<file path="config.mk">
export PLATFORM = sky130hd
export DESIGN_NAME = ring_load_balancer_top
export DESIGN_NICKNAME = d
export VERILOG_FILES = /design/src/design/rlb_pkg.sv /design/src/design/rlb_ram.sv /design/src/design/ring_load_balancer_top.sv
export SDC_FILE = /design/constraint.sdc
export NUM_CORES = 2
export LEC_CHECK = 0
export BUFFER_PORTS_ARGS = -buffer_cell sky130_fd_sc_hd__buf_2
export CELL_PAD_IN_SITES_DETAIL_PLACEMENT = 1
export CELL_PAD_IN_SITES_GLOBAL_PLACEMENT = 2
export CORE_MARGIN = 2
export CORE_UTILIZATION = 45
export CTS_BUF_LIST = sky130_fd_sc_hd__clkbuf_2 sky130_fd_sc_hd__clkbuf_4 sky130_fd_sc_hd__clkbuf_8
export CTS_CLUSTER_DIAMETER = 50
export DETAILED_ROUTE_END_ITERATION = 7
export PLACE_DENSITY_LB_ADDON = 0.1
export RECOVER_POWER = 100
export SKIP_LAST_GASP = 1
export SLEW_MARGIN = 0
export SYNTH_ARGS = -nofsm -noshare
export SYNTH_HDL_FRONTEND = slang
export SYNTH_SLANG_ARGS = --single-unit
export TNS_END_PERCENT = 100
</file>
<file path="constraint.sdc">
create_clock -name i_clk -period 18.4 [get_ports i_clk]
set_input_delay 0.92 -clock i_clk [delete_from_list [all_inputs] [get_ports i_clk]]
set_output_delay 0.92 -clock i_clk [all_outputs]
set_load 0.02 [all_outputs]
</file>
<file path="src/design/rlb_pkg.sv">
// shared types and constants of the ring load balancer
`timescale 1ns / 1ps
`default_nettype none

package rlb_pkg;

    // field widths
    localparam int LOAD_W     = 32;
    localparam int IDX_W      = 6;
    localparam int COUNT_W    = 7;
    localparam int ALPHA_W    = 16;
    localparam int PROD_W     = LOAD_W + ALPHA_W;
    localparam int CFG_ADDR_W = 1;
    localparam int CFG_DATA_W = 16;
    localparam int SDATA_W    = 8;
    localparam int MDATA_W    = 2 * LOAD_W;
    localparam int MUSER_W    = 2;

    // register reset values
    localparam logic [COUNT_W-1:0] COUNT_RESET = 7'd2;
    localparam logic [ALPHA_W-1:0] ALPHA_RESET = 16'd1399;

    // largest load, loads saturate here
    localparam logic [LOAD_W-1:0] LOAD_MAX = 32'hFFFF_FFFF;

    // configuration register indexes
    localparam logic [CFG_ADDR_W-1:0] CFG_BIN_COUNT = 1'b0;
    localparam logic [CFG_ADDR_W-1:0] CFG_ALPHA     = 1'b1;

    // sequencer states
    typedef enum logic [3:0] {
        S_CLEAR,
        S_IDLE,
        S_INC,
        S_SCAN,
        S_MUL,
        S_CMP,
        S_NBR_L,
        S_NBR_R,
        S_MERGE,
        S_COPY,
        S_RDX,
        S_GETX,
        S_SPLIT_LO,
        S_SPLIT_HI,
        S_DONE
    } t_state;

endpackage

`default_nettype wire

</file>
<file path="src/design/rlb_ram.sv">
// generic simple dual port ram with registered read
`timescale 1ns / 1ps
`default_nettype none

module rlb_ram #(
    parameter int WIDTH = 32,
    parameter int DEPTH = 64
) (
    input  wire logic                     i_clk,
    input  wire logic                     i_we,
    input  wire logic [$clog2(DEPTH)-1:0] i_waddr,
    input  wire logic [WIDTH-1:0]         i_wdata,
    input  wire logic [$clog2(DEPTH)-1:0] i_raddr,
    output logic      [WIDTH-1:0]         o_rdata
);

    logic [WIDTH-1:0] r_mem [DEPTH];

    // one write and one registered read per cycle
    always_ff @(posedge i_clk) begin
        if (i_we) begin
            r_mem[i_waddr] <= i_wdata;
        end
        o_rdata <= r_mem[i_raddr];
    end

endmodule

`default_nettype wire

</file>
<file path="src/design/ring_load_balancer_top.sv">
// ring load balancer: bin loads on a ring, merge of the lightest bin and split of the hot bin
//
// Each transfer on the slave stream names a bin whose load grows by one. The loads sit in one
// memory with a single read and a single write port, and a small sequencer walks it: it bumps
// the bin, scans for the first least-loaded bin, tests the bin against alpha_q8 times that
// minimum with one 16x32 multiplier, and on a rebalance merges the lightest bin into
// its lighter ring neighbour, closes the gap and opens a slot to split the hot bin in two.
// A final scan gives the minimum and maximum load. On a bad index no bin is bumped and only the
// final scan runs. An item is taken only in the idle state, so the next transfer waits until
// the sequencer is through with the current one; its walk is set by the memory's one read per
// cycle, and a result still waiting in the output register holds the sequencer in its done
// state. After reset a clearing pass over all MAX_BINS bins zeroes the memory and no item is
// taken meanwhile; configuration writes are taken any time.
// The result sits in an output register, so the next item is taken while it waits.
`timescale 1ns / 1ps
`default_nettype none

module ring_load_balancer_top #(
    parameter int MAX_BINS = 64
) (
    input  wire logic                           i_clk,
    input  wire logic                           i_rst_n,
    // configuration write port
    input  wire logic                           i_cfg_wr_en,
    input  wire logic [rlb_pkg::CFG_ADDR_W-1:0] i_cfg_addr,
    input  wire logic [rlb_pkg::CFG_DATA_W-1:0] i_cfg_wr_data,
    // input stream
    input  wire logic                           i_s_tvalid,
    output logic                                o_s_tready,
    input  wire logic [rlb_pkg::SDATA_W-1:0]    i_s_tdata,   // bin_index[5:0], zero pad
    // result stream
    output logic                                o_m_tvalid,
    input  wire logic                           i_m_tready,
    output logic      [rlb_pkg::MDATA_W-1:0]    o_m_tdata,   // max_load[31:0], min_load[63:32]
    output logic      [rlb_pkg::MUSER_W-1:0]    o_m_tuser    // rebalanced[0], index_error[1]
);

    import rlb_pkg::*;

    localparam int AW = (MAX_BINS > 1) ? $clog2(MAX_BINS) : 1;
    localparam int CW = $clog2(MAX_BINS + 1);

    // control registers
    t_state             r_state, n_state;
    logic [CW-1:0]      r_k, n_k;
    logic [CW-1:0]      r_n, n_n;
    logic [CW-1:0]      r_cnt, n_cnt;
    logic [AW-1:0]      r_src, n_src;
    logic               r_up, n_up;
    logic               r_rd_vld, n_rd_vld;
    logic               r_final, n_final;
    logic               r_err, n_err;
    logic               r_reb, n_reb;
    logic               r_out_vld, n_out_vld;
    logic [COUNT_W-1:0] r_bin_count;
    logic [ALPHA_W-1:0] r_alpha;

    // payload registers
    logic [AW-1:0]      r_rd_idx, n_rd_idx;
    logic [AW-1:0]      r_u, n_u;
    logic [AW-1:0]      r_v, n_v;
    logic [LOAD_W-1:0]  r_min, n_min;
    logic [LOAD_W-1:0]  r_max, n_max;
    logic [LOAD_W-1:0]  r_lu, n_lu;
    logic [LOAD_W-1:0]  r_ll, n_ll;
    logic [LOAD_W-1:0]  r_x, n_x;
    logic [PROD_W-1:0]  r_prod, n_prod;
    logic [MDATA_W-1:0] r_out_data, n_out_data;
    logic [MUSER_W-1:0] r_out_user, n_out_user;

    // memory port
    logic               ram_we;
    logic [AW-1:0]      ram_waddr;
    logic [LOAD_W-1:0]  ram_wdata;
    logic [AW-1:0]      ram_raddr;
    logic [LOAD_W-1:0]  ram_rdata;

    // helpers
    logic [CW-1:0]      n_used;
    logic [IDX_W-1:0]   u_in;
    logic [AW-1:0]      v_left;
    logic [AW-1:0]      v_right;
    logic [AW-1:0]      u_adj;
    logic [LOAD_W:0]    inc_sum;
    logic [LOAD_W-1:0]  z_load;
    logic [AW-1:0]      z_idx;
    logic [LOAD_W:0]    merge_sum;
    logic [LOAD_W:0]    ceil_sum;

    rlb_ram #(
        .WIDTH(LOAD_W),
        .DEPTH(MAX_BINS)
    ) u_loads (
        .i_clk  (i_clk),
        .i_we   (ram_we),
        .i_waddr(ram_waddr),
        .i_wdata(ram_wdata),
        .i_raddr(ram_raddr),
        .o_rdata(ram_rdata)
    );

    // bins in use, capped at the memory depth
    assign n_used = (32'(r_bin_count) > 32'(MAX_BINS)) ? CW'(MAX_BINS) : CW'(r_bin_count);
    assign u_in   = i_s_tdata[IDX_W-1:0];

    // ring neighbours of the lightest bin and the hot bin index after removal
    assign v_left  = (r_v == '0) ? AW'(r_n - CW'(1)) : r_v - AW'(1);
    assign v_right = ((CW'(r_v) + CW'(1)) == r_n) ? '0 : r_v + AW'(1);
    assign u_adj   = (r_v < r_u) ? r_u - AW'(1) : r_u;

    // adders and the lighter-neighbour select; the bump and merge sums saturate where used
    assign inc_sum   = {1'b0, ram_rdata} + (LOAD_W+1)'(1);
    assign z_load    = (r_ll < ram_rdata) ? r_ll : ram_rdata;
    assign z_idx     = (r_ll < ram_rdata) ? v_left : v_right;
    assign merge_sum = {1'b0, z_load} + {1'b0, r_min};
    assign ceil_sum  = {1'b0, r_x} + (LOAD_W+1)'(1);

    assign o_s_tready = (r_state == S_IDLE);
    assign o_m_tvalid = r_out_vld;
    assign o_m_tdata  = r_out_data;
    assign o_m_tuser  = r_out_user;

    // sequencer next state and memory control
    always_comb begin
        n_state    = r_state;
        n_k        = r_k;
        n_n        = r_n;
        n_cnt      = r_cnt;
        n_src      = r_src;
        n_up       = r_up;
        n_rd_vld   = 1'b0;
        n_final    = r_final;
        n_err      = r_err;
        n_reb      = r_reb;
        n_rd_idx   = r_rd_idx;
        n_u        = r_u;
        n_v        = r_v;
        n_min      = r_min;
        n_max      = r_max;
        n_lu       = r_lu;
        n_ll       = r_ll;
        n_x        = r_x;
        n_prod     = r_prod;
        n_out_data = r_out_data;
        n_out_user = r_out_user;
        n_out_vld  = r_out_vld && !i_m_tready;
        ram_we     = 1'b0;
        ram_waddr  = r_u;
        ram_wdata  = '0;
        ram_raddr  = r_u;

        unique case (r_state)
            S_CLEAR: begin
                ram_we    = 1'b1;
                ram_waddr = r_k[AW-1:0];
                if (r_k == CW'(MAX_BINS - 1)) begin
                    n_state = S_IDLE;
                end else begin
                    n_k = r_k + CW'(1);
                end
            end
            S_IDLE: begin
                ram_raddr = AW'(u_in);
                if (i_s_tvalid) begin
                    n_n   = n_used;
                    n_u   = AW'(u_in);
                    n_reb = 1'b0;
                    n_err = (32'(u_in) >= 32'(n_used));
                    n_k   = '0;
                    n_min = '0;
                    n_max = '0;
                    if (32'(u_in) >= 32'(n_used)) begin
                        n_final = 1'b1;
                        n_state = S_SCAN;
                    end else begin
                        n_state = S_INC;
                    end
                end
            end
            S_INC: begin
                // bump the named bin
                ram_we    = 1'b1;
                ram_waddr = r_u;
                ram_wdata = inc_sum[LOAD_W] ? LOAD_MAX : inc_sum[LOAD_W-1:0];
                n_lu      = inc_sum[LOAD_W] ? LOAD_MAX : inc_sum[LOAD_W-1:0];
                n_final   = (r_n < CW'(2));
                n_state   = S_SCAN;
            end
            S_SCAN: begin
                // pipelined pass: issue one read, compare the previous one
                if (r_k != r_n) begin
                    ram_raddr = r_k[AW-1:0];
                    n_k       = r_k + CW'(1);
                    n_rd_vld  = 1'b1;
                    n_rd_idx  = r_k[AW-1:0];
                end
                if (r_rd_vld) begin
                    if (r_rd_idx == '0 || ram_rdata < r_min) begin
                        n_min = ram_rdata;
                        n_v   = r_rd_idx;
                    end
                    if (r_rd_idx == '0 || ram_rdata > r_max) begin
                        n_max = ram_rdata;
                    end
                end
                if (r_k == r_n && !r_rd_vld) begin
                    if (r_final) begin
                        n_state = S_DONE;
                    end else if (r_v == r_u) begin
                        n_k     = '0;
                        n_final = 1'b1;
                    end else begin
                        n_state = S_MUL;
                    end
                end
            end
            S_MUL: begin
                n_prod  = r_alpha * r_min;
                n_state = S_CMP;
            end
            S_CMP: begin
                if ({{ALPHA_W-8{1'b0}}, r_lu, 8'h00} > r_prod) begin
                    n_reb   = 1'b1;
                    n_state = S_NBR_L;
                end else begin
                    n_k     = '0;
                    n_final = 1'b1;
                    n_state = S_SCAN;
                end
            end
            S_NBR_L: begin
                ram_raddr = v_left;
                n_state   = S_NBR_R;
            end
            S_NBR_R: begin
                ram_raddr = v_right;
                n_ll      = ram_rdata;
                n_state   = S_MERGE;
            end
            S_MERGE: begin
                // lightest bin into its lighter neighbour, then close the gap
                ram_we    = 1'b1;
                ram_waddr = z_idx;
                ram_wdata = merge_sum[LOAD_W] ? LOAD_MAX : merge_sum[LOAD_W-1:0];
                n_src     = r_v + AW'(1);
                n_cnt     = r_n - CW'(1) - CW'(r_v);
                n_up      = 1'b0;
                n_state   = S_COPY;
            end
            S_COPY: begin
                // pipelined move by one slot, down or up
                if (r_cnt != '0) begin
                    ram_raddr = r_src;
                    n_src     = r_up ? r_src - AW'(1) : r_src + AW'(1);
                    n_cnt     = r_cnt - CW'(1);
                    n_rd_vld  = 1'b1;
                    n_rd_idx  = r_src;
                end
                if (r_rd_vld) begin
                    ram_we    = 1'b1;
                    ram_waddr = r_up ? r_rd_idx + AW'(1) : r_rd_idx - AW'(1);
                    ram_wdata = ram_rdata;
                end
                if (r_cnt == '0 && !r_rd_vld) begin
                    n_state = r_up ? S_SPLIT_LO : S_RDX;
                end
            end
            S_RDX: begin
                n_u       = u_adj;
                ram_raddr = u_adj;
                n_state   = S_GETX;
            end
            S_GETX: begin
                // open a slot above the hot bin
                n_x     = ram_rdata;
                n_src   = AW'(r_n - CW'(2));
                n_cnt   = r_n - CW'(2) - CW'(r_u);
                n_up    = 1'b1;
                n_state = S_COPY;
            end
            S_SPLIT_LO: begin
                ram_we    = 1'b1;
                ram_waddr = r_u;
                ram_wdata = r_x >> 1;
                n_state   = S_SPLIT_HI;
            end
            S_SPLIT_HI: begin
                ram_we    = 1'b1;
                ram_waddr = r_u + AW'(1);
                ram_wdata = ceil_sum[LOAD_W:1];
                n_k       = '0;
                n_final   = 1'b1;
                n_state   = S_SCAN;
            end
            S_DONE: begin
                if (!r_out_vld || i_m_tready) begin
                    n_out_vld  = 1'b1;
                    n_out_data = {r_min, r_max};
                    n_out_user = {r_err, r_reb};
                    n_state    = S_IDLE;
                end
            end
            default: begin
                n_state = S_IDLE;
            end
        endcase
    end

    // control state and configuration registers
    always_ff @(posedge i_clk) begin
        if (!i_rst_n) begin
            r_state     <= S_CLEAR;
            r_k         <= '0;
            r_n         <= '0;
            r_cnt       <= '0;
            r_src       <= '0;
            r_up        <= 1'b0;
            r_rd_vld    <= 1'b0;
            r_final     <= 1'b0;
            r_err       <= 1'b0;
            r_reb       <= 1'b0;
            r_out_vld   <= 1'b0;
            r_bin_count <= COUNT_RESET;
            r_alpha     <= ALPHA_RESET;
        end else begin
            r_state   <= n_state;
            r_k       <= n_k;
            r_n       <= n_n;
            r_cnt     <= n_cnt;
            r_src     <= n_src;
            r_up      <= n_up;
            r_rd_vld  <= n_rd_vld;
            r_final   <= n_final;
            r_err     <= n_err;
            r_reb     <= n_reb;
            r_out_vld <= n_out_vld;
            if (i_cfg_wr_en) begin
                unique case (i_cfg_addr)
                    CFG_BIN_COUNT: r_bin_count <= i_cfg_wr_data[COUNT_W-1:0];
                    CFG_ALPHA:     r_alpha     <= i_cfg_wr_data[ALPHA_W-1:0];
                    default: begin
                    end
                endcase
            end
        end
    end

    // datapath registers
    always_ff @(posedge i_clk) begin
        r_rd_idx   <= n_rd_idx;
        r_u        <= n_u;
        r_v        <= n_v;
        r_min      <= n_min;
        r_max      <= n_max;
        r_lu       <= n_lu;
        r_ll       <= n_ll;
        r_x        <= n_x;
        r_prod     <= n_prod;
        r_out_data <= n_out_data;
        r_out_user <= n_out_user;
    end

endmodule

`default_nettype wire

</file>
Word-level counts from Yosys, hierarchy flattened
Memory sizes are Yosys's and may differ from the RTL's. A register that Yosys moved wholly into a read port is not among the register bits.
Cells that the tools add are included.

storage, ports and cells
  register bits = 352
  bits in latches = 0
  bits in writable memories = 2048
  bits in read-only memories = 0
  input bits = 30
  output and inout bits = 68
  word-level logic and storage cells = 198
  memories kept = 1

memories
  memory         depth  bits a word  read ports  clocked after Yosys merged registers in  write ports  RTL line       text
  u_loads.r_mem  64     32           1           1                                        1            rlb_ram.sv:17  logic [WIDTH-1:0] r_mem [DEPTH];

cells by class
  add/sub/neg operators = 18
  multipliers = 1
  divide/modulo/power cells = 0
  order comparisons = 8
  equal/unequal tests = 34
  shifts and indexed selects = 0
  mux-type cells = 72
  bitwise operators = 1
  reductions and logical operators = 39

operator list
  cell                     number
  $mux W32                 9
  $pmux W32 S5             1
  $pmux W32 S2             2
  $mux W6                  13
  $add A32 B1 Y33 const B  2
  $lt A32 B32 Y1           2
  $mux W7                  9
  $pmux W4 S13             1
  $gt A40 B48 Y1           1
  $mul A16 B32 Y48         1
  $pmux W6 S6              1
  $pmux W7 S5              1
  $add A32 B32 Y33         1
  $gt A32 B32 Y1           1
  $eq A4 B4 Y1 const B     7
  $mux W4                  7
  $ne A2 B2 Y1 const B     13
  $add A6 B1 Y6 const B    4
  $pmux W6 S2              2
  $pmux W6 S4              1
  $sub A6 B1 Y6 const B    4
  $pmux W7 S3              1
  $pmux W6 S3              1
  $eq A4 B3 Y1 const B     4
  39 further kinds         84

Depth between registers and ports, before layout
  depth in word-level cells = 6
  depth in mapped cells = 32

Cells and area by module
Synthesis repeated with hierarchy kept, for this count alone.

second synthesis, totals
  cell total of the unflattened synthesis = 7659
  area, all modules = 116673.1 um^2

by module, submodules not included
  module                  instances  cells an instance  area each (um^2)
  rlb_ram                 1          3572               78885.7
  ring_load_balancer_top  1          4087               37787.5

Least setup slack after synthesis
OpenSTA, ideal clock, no wires.

  kind = reg2reg
  start = register u_loads.o_rdata[17], read port of u_loads.r_mem
  end = memory u_loads.r_mem[0][1], data pin
  library setup time = 702 ps
  arrival time = 8230 ps
  required time = 17698 ps
  slack = 9469 ps
  cell stages (with the launch flop) = 33
  clock period less this slack = 8931 ps
  cells stage by stage = dfxtp_1 inv_1 ha_1 a21o_1 a21o_1 a21o_1 a21o_1 a21o_1 a21o_1 a211oi_1 o41ai_1 and2_1 buf_2 buf_2 buf_1 mux2_2 ha_1 inv_1 fa_1 nor2b_1 o21ai_0 a21boi_1 o32ai_1 o21ai_1 a211o_1 a31oi_1 o31ai_1 o41ai_1 o21bai_1 a21o_1 clkbuf_1 nor2_1 o21ai_0

on the way
  longest elaborated chain between the ends = 5
  elaborated cells on any way between the ends = 7
  those cells by class = add/sub (2); order compare (1); mux (4)

RTL lines
  item              RTL line                       text
  from (decl)       rlb_ram.sv:14                  output logic [WIDTH-1:0] o_rdata
  $lt A32 B32 Y1    ring_load_balancer_top.sv:113  assign z_load = (r_ll < ram_rdata) ? r_ll : ram_rdata;
  $mux W32          ring_load_balancer_top.sv:113
  $add A32 B32 Y33  ring_load_balancer_top.sv:115  assign merge_sum = {1'b0, z_load} + {1'b0, r_min};
  $mux W32          ring_load_balancer_top.sv:244  ram_wdata = merge_sum[LOAD_W] ? LOAD_MAX : merge_sum[LOAD_W-1:0];
  $pmux W32 S5 (*)  ring_load_balancer_top.sv:152  unique case (r_state)
  via ram_wdata[1]  ring_load_balancer_top.sv:74   logic [LOAD_W-1:0] ram_wdata;
  to (decl)         rlb_ram.sv:17

The timed path passes the listed nets; every way through them passes the cells marked *.

Worst setup path in the final report
  start = register r_u[1]
  end = register u_loads.o_rdata[31], read port of u_loads.r_mem

on the way
  longest elaborated chain between the ends = 3
  elaborated cells on any way between the ends = 6
  those cells by class = add/sub (1); order compare (1); mux (4)

RTL lines
  item                                           RTL line                       text
  from (decl)                                    ring_load_balancer_top.sv:60   logic [AW-1:0] r_u, n_u;
  from (signal assigned)                         ring_load_balancer_top.sv:351  r_u <= n_u;
  $sub A6 B1 Y6 or $lt A6 B6 Y1 (tied branches)  ring_load_balancer_top.sv:109  assign u_adj = (r_v < r_u) ? r_u - AW'(1) : r_u;
  $mux W6                                        ring_load_balancer_top.sv:109
  $pmux W6 S6 (*)                                ring_load_balancer_top.sv:152

Mark *: on every way between the ends. The rest lies on a longest branch, timed or not.
A chain may end at the register's enable or synchronous reset.

==> impl_metrics.prom <==
# TYPE chip_impl_metric gauge
chip_impl_info{name="outcome",value="finished with violations"} 1
chip_impl_metric{name="crit_path_max_fo",unit=""} 56
chip_impl_metric{name="synth_cells",unit=""} 9877
chip_impl_metric{name="syn_area_per_cell",unit="um^2"} 12.0
chip_impl_metric{name="grtUsageTotal",unit="%"} 29.9
chip_impl_info{name="worst_setup_path_startpoint",value="r_u[1]"} 1
chip_impl_metric{name="final_non_filler_cell_total",unit=""} 13978
chip_impl_metric{name="fillerInstances",unit=""} 27240
chip_impl_info{name="synth_top_flop_cell",value="sky130_fd_sc_hd__edfxtp_1"} 1
chip_impl_info{name="layout_common_cells",value="2357 x sky130_fd_sc_hd__nand2_1, 2340 x sky130_fd_sc_hd__edfxtp_1, 679 x sky130_fd_sc_hd__nand3_1"} 1
chip_impl_metric{name="finalHoldViolations",unit=""} 0
chip_impl_metric{name="rows",unit=""} 188
chip_impl_metric{name="die-area",unit="um^2"} 268000
chip_impl_metric{name="tightestPinTransition",unit="ns"} 5.15
chip_impl_metric{name="detail_route.first_pass.iterations",unit=""} 8
chip_impl_metric{name="starting_density_of_the_core",unit="%"} 45.3
chip_impl_metric{name="final_core_utilization",unit="%"} 50.1
chip_impl_metric{name="register_area",unit="um^2"} 72100
chip_impl_metric{name="cts_htree_levels",unit=""} 5
chip_impl_metric{name="dp.final_hpwl",unit="mm"} 254
chip_impl_metric{name="core-area",unit="um^2"} 262000
chip_impl_metric{name="finalWorstPathRequiredPeriod",unit="ns"} 13.35
chip_impl_info{name="min_path_type",value="in2reg"} 1
chip_impl_metric{name="route.detailed.vias_per_inst",unit=""} 5.90
chip_impl_metric{name="route.detailed.drc",unit=""} 0
chip_impl_info{name="critical_path.endpoint_type",value="register"} 1
chip_impl_metric{name="grt_pass1_vias",unit=""} 85661
chip_impl_metric{name="synth-edff-count",unit=""} 2340
chip_impl_metric{name="dp.cells",unit=""} 13193
chip_impl_metric{name="footprint_of_the_multi_input_gates",unit="um^2"} 42200
chip_impl_info{name="violated_checks",value="max-capacitance violations, max-slew violations"} 1
chip_impl_metric{name="final-setup-viol-count",unit=""} 0
chip_impl_metric{name="async_reset_ff_share",unit="%"} 0
chip_impl_metric{name="post_synthesis_sequential_area_ratio",unit="%"} 60.8
chip_impl_metric{name="yosys_warnings",unit=""} 0
chip_impl_metric{name="power.share.clock",unit="%"} 20.1
chip_impl_metric{name="synth.net_count",unit=""} 10653
chip_impl_info{name="critical_path_source_type",value="register"} 1
chip_impl_metric{name="clk-insertion-delay-late",unit="ns"} 1.12
chip_impl_metric{name="clock-skew-final",unit="ns"} 0.134
chip_impl_metric{name="grt_pass1_wl",unit="mm"} 589
chip_impl_metric{name="placed_cell_area",unit="um^2"} 124000
chip_impl_metric{name="clkSlewWorstSetupHoldPaths",unit="ns"} 0.06
chip_impl_metric{name="fin_tns_setup",unit="ns"} 0
chip_impl_metric{name="synth.distinct_cells",unit=""} 100
chip_impl_metric{name="finalWeightedCongestion",unit=""} 0.872
chip_impl_metric{name="ys_ff_latch",unit=""} 2432
chip_impl_metric{name="power_report.internal_total",unit="mW"} 13.9
chip_impl_info{name="worstSetupEndpoint",value="u_loads.o_rdata[31]"} 1
chip_impl_metric{name="dr.first_iter.drc_count",unit=""} 7345
chip_impl_info{name="worst-setup-path-type",value="reg2reg"} 1
chip_impl_metric{name="synth.cell_area",unit="um^2"} 119000
chip_impl_metric{name="postRouteWirelength",unit="mm"} 406
chip_impl_metric{name="drv_cap",unit=""} 130
chip_impl_metric{name="post-cts-setup-buffers",unit=""} 0
chip_impl_metric{name="reg2reg_slack",unit="ns"} 5.05
chip_impl_info{name="regToRegStartpoint",value="r_u[1]"} 1
chip_impl_metric{name="power_switching_share",unit="%"} 44.1
chip_impl_metric{name="maxSlewHeadroom",unit="%"} -247
chip_impl_metric{name="top_achievable_clock_speed",unit="MHz"} 74.9
chip_impl_metric{name="pin_count_of_the_biggest_net_entering_global_routing",unit=""} 128
chip_impl_info{name="ctsRootBufferMaster",value="sky130_fd_sc_hd__clkbuf_8"} 1
chip_impl_metric{name="p_sw",unit="mW"} 11.0
chip_impl_info{name="r2r_end",value="u_loads.o_rdata[31]"} 1
chip_impl_metric{name="clock_sinks",unit=""} 2432
chip_impl_metric{name="comb_power_share",unit="%"} 51.2
chip_impl_metric{name="required",unit="ns"} 19.24
chip_impl_metric{name="routed-via-count",unit=""} 82474
chip_impl_metric{name="min_delay_path_depth",unit=""} 3
chip_impl_metric{name="die_height",unit="um"} 518
chip_impl_metric{name="io_pins",unit=""} 98
chip_impl_metric{name="area_growth_syn_to_layout",unit="%"} 10.7
chip_impl_metric{name="number_of_antenna_violations_at_the_first_check_in_global_routing",unit=""} 25
chip_impl_metric{name="final_worst_path_period_share",unit="%"} 72.6
chip_impl_metric{name="io_buffers",unit=""} 95
chip_impl_info{name="grt_setup_unrepaired",value="false"} 1
chip_impl_metric{name="nNetsFinal",unit=""} 10873
chip_impl_metric{name="final_antenna_net_count",unit=""} 0
chip_impl_info{name="tritoncts_clock_tree",value="done"} 1
chip_impl_metric{name="ir_worst_vdd",unit="V"} 0.000196
chip_impl_metric{name="routed_wire_length_per_instance",unit="um"} 29.1
chip_impl_metric{name="finalHoldWorstSlack",unit="ns"} 0.112
chip_impl_metric{name="drive_above_1_share",unit="%"} 9.37
chip_impl_metric{name="fin_area",unit="um^2"} 131000
chip_impl_metric{name="final_max_tran_viols",unit=""} 4552
chip_impl_metric{name="seqPwrFrac",unit="%"} 28.7
chip_impl_metric{name="number_of_resized_instances_in_the_post_cts_repair_step",unit=""} 0
chip_impl_metric{name="die-width",unit="um"} 518
chip_impl_metric{name="cellPowerDensity",unit="nW/um^2"} 190
chip_impl_metric{name="ctsLongestPathBuffers",unit=""} 4
chip_impl_metric{name="p_leak",unit="nW"} 49.2
chip_impl_metric{name="r2r.worst_path.cells",unit=""} 14
chip_impl_metric{name="cp_data_arrival_time",unit="ns"} 14.19
chip_impl_info{name="layout.cells.most_common",value="sky130_fd_sc_hd__nand2_1"} 1
chip_impl_metric{name="hold_buffers",unit=""} 0
chip_impl_metric{name="cts_made_buffers",unit=""} 417
chip_impl_metric{name="gr-total-overflow",unit=""} 0
## final cells by class
| class | instances | share of cell area (%) |
|---|---|---|
| clock buffer | 574 | 5.33 |
| sequential | 2432 | 54.9 |
| multi-input combinational | 6275 | 32.1 |
| tap | 3515 | 3.35 |
| inverter | 626 | 1.79 |
| clock inverter | 193 | 1.06 |
| timing repair buffer | 345 | 1.44 |
| antenna | 18 | 0.0343 |
## cells in the mapped netlist, types with 17 or more instances
cell type | n | area, um^2
sky130_fd_sc_hd__buf_6 | 25 | 282
sky130_fd_sc_hd__edfxtp_1 | 2340 | 70300
sky130_fd_sc_hd__nand2_1 | 2381 | 8940
sky130_fd_sc_hd__clkbuf_1 | 251 | 942
sky130_fd_sc_hd__a311oi_1 | 70 | 613
sky130_fd_sc_hd__o211ai_1 | 17 | 128
sky130_fd_sc_hd__o21a_1 | 21 | 158
sky130_fd_sc_hd__a32oi_1 | 49 | 429
sky130_fd_sc_hd__inv_1 | 623 | 2340
sky130_fd_sc_hd__nor2_1 | 249 | 935
sky130_fd_sc_hd__buf_2 | 207 | 1040
sky130_fd_sc_hd__nor2b_1 | 47 | 294
sky130_fd_sc_hd__nand2b_1 | 37 | 231
sky130_fd_sc_hd__nor3_1 | 51 | 255
sky130_fd_sc_hd__xnor2_1 | 127 | 1110
sky130_fd_sc_hd__a221oi_1 | 24 | 210
sky130_fd_sc_hd__mux2i_1 | 99 | 991
sky130_fd_sc_hd__nand4_1 | 154 | 963
sky130_fd_sc_hd__o2111ai_1 | 20 | 175
sky130_fd_sc_hd__a21o_1 | 114 | 856
sky130_fd_sc_hd__dfxtp_1 | 92 | 1840
sky130_fd_sc_hd__nand3_1 | 683 | 3420
sky130_fd_sc_hd__ha_1 | 323 | 4040
sky130_fd_sc_hd__and3_1 | 148 | 926
sky130_fd_sc_hd__and2_1 | 224 | 1400
sky130_fd_sc_hd__a31oi_1 | 211 | 1320
sky130_fd_sc_hd__xor2_1 | 49 | 429
sky130_fd_sc_hd__a21oi_1 | 243 | 1220
sky130_fd_sc_hd__o22ai_1 | 27 | 169
sky130_fd_sc_hd__buf_4 | 38 | 285
sky130_fd_sc_hd__buf_1 | 21 | 78.8
sky130_fd_sc_hd__a211oi_1 | 24 | 180
sky130_fd_sc_hd__o21ai_0 | 160 | 801
sky130_fd_sc_hd__mux2_2 | 36 | 405
sky130_fd_sc_hd__fa_1 | 423 | 8470
sky130_fd_sc_hd__a222oi_1 | 29 | 290
## critical path, cell delays in order (launching register included)
cell and delay [ns]:
sky130_fd_sc_hd__edfxtp_1 0.75, sky130_fd_sc_hd__inv_1 0.33, sky130_fd_sc_hd__ha_1 0.40, sky130_fd_sc_hd__nor2b_1 0.13, sky130_fd_sc_hd__o211ai_1 0.12, sky130_fd_sc_hd__a31oi_1 0.77, sky130_fd_sc_hd__o32a_1 0.25, sky130_fd_sc_hd__a32oi_1 0.21
sky130_fd_sc_hd__a221oi_4 0.25, sky130_fd_sc_hd__clkbuf_1 1.45, sky130_fd_sc_hd__clkbuf_1 1.52, sky130_fd_sc_hd__clkbuf_1 2.18, sky130_fd_sc_hd__clkbuf_1 2.16, sky130_fd_sc_hd__o311ai_0 1.74, sky130_fd_sc_hd__nor4_1 0.79
## metrics by stage
stage	setup WS, ns	total power, mW
after floorplan	9.47	15.5
after global placement	9.40	19.7
after detailed placement	9.26	19.9
after CTS	9.21	25.0
after global routing	4.38	26.5
final	5.05	24.9
## power by group through the flow
stage | registers [mW] | clock network [mW] | logic, mW
global placement | 7.21 | 0 | 12.5
finish | 7.16 | 5.01 | 12.7
detailed placement | 7.23 | 0 | 12.7
global route | 7.19 | 5.31 | 14.0
floorplan | 7.11 | 0 | 8.43
CTS | 7.12 | 5.09 | 12.8
## cell families after synthesis
group | after synthesis | share of synthesized area [%]
compound gates | 1152 | 6.60
xor+xnor | 178 | 1.34
fa+ha+maj | 746 | 10.5
buf+inv | 1170 | 4.21
flops | 2432 | 60.8
mux | 148 | 1.42
simple gates | 4051 | 15.1
## flip-flops by register name (all words and copies together), names as in the netlist, 32 cells and up
name / cells
o_m_tdata: 64
r_ll: 32
r_lu: 32
r_max: 32
r_min: 32
r_prod: 48
r_x: 32
u_loads.o_rdata: 32
u_loads.r_mem: 2048
## routing by layer
layer,up-vias,GRT usage [%],routed length [um]
li1,35600,-,-
met1,43136,39.3,166000
met2,2930,50.1,196000
met3,798,3.89,25500
met4,10,12.1,18200
met5,-,0,66
## worst min-delay path by stage
stage | start | end
floorplan | r_err | o_m_tuser[1]
global placement | r_reb | o_m_tuser[0]
detailed placement | r_reb | o_m_tuser[0]
CTS | i_cfg_wr_data[15] | r_alpha[15]
global route | i_cfg_wr_data[9] | r_alpha[9]
finish | i_cfg_wr_data[15] | r_alpha[15]
Power figures use the tool's default switching activity.
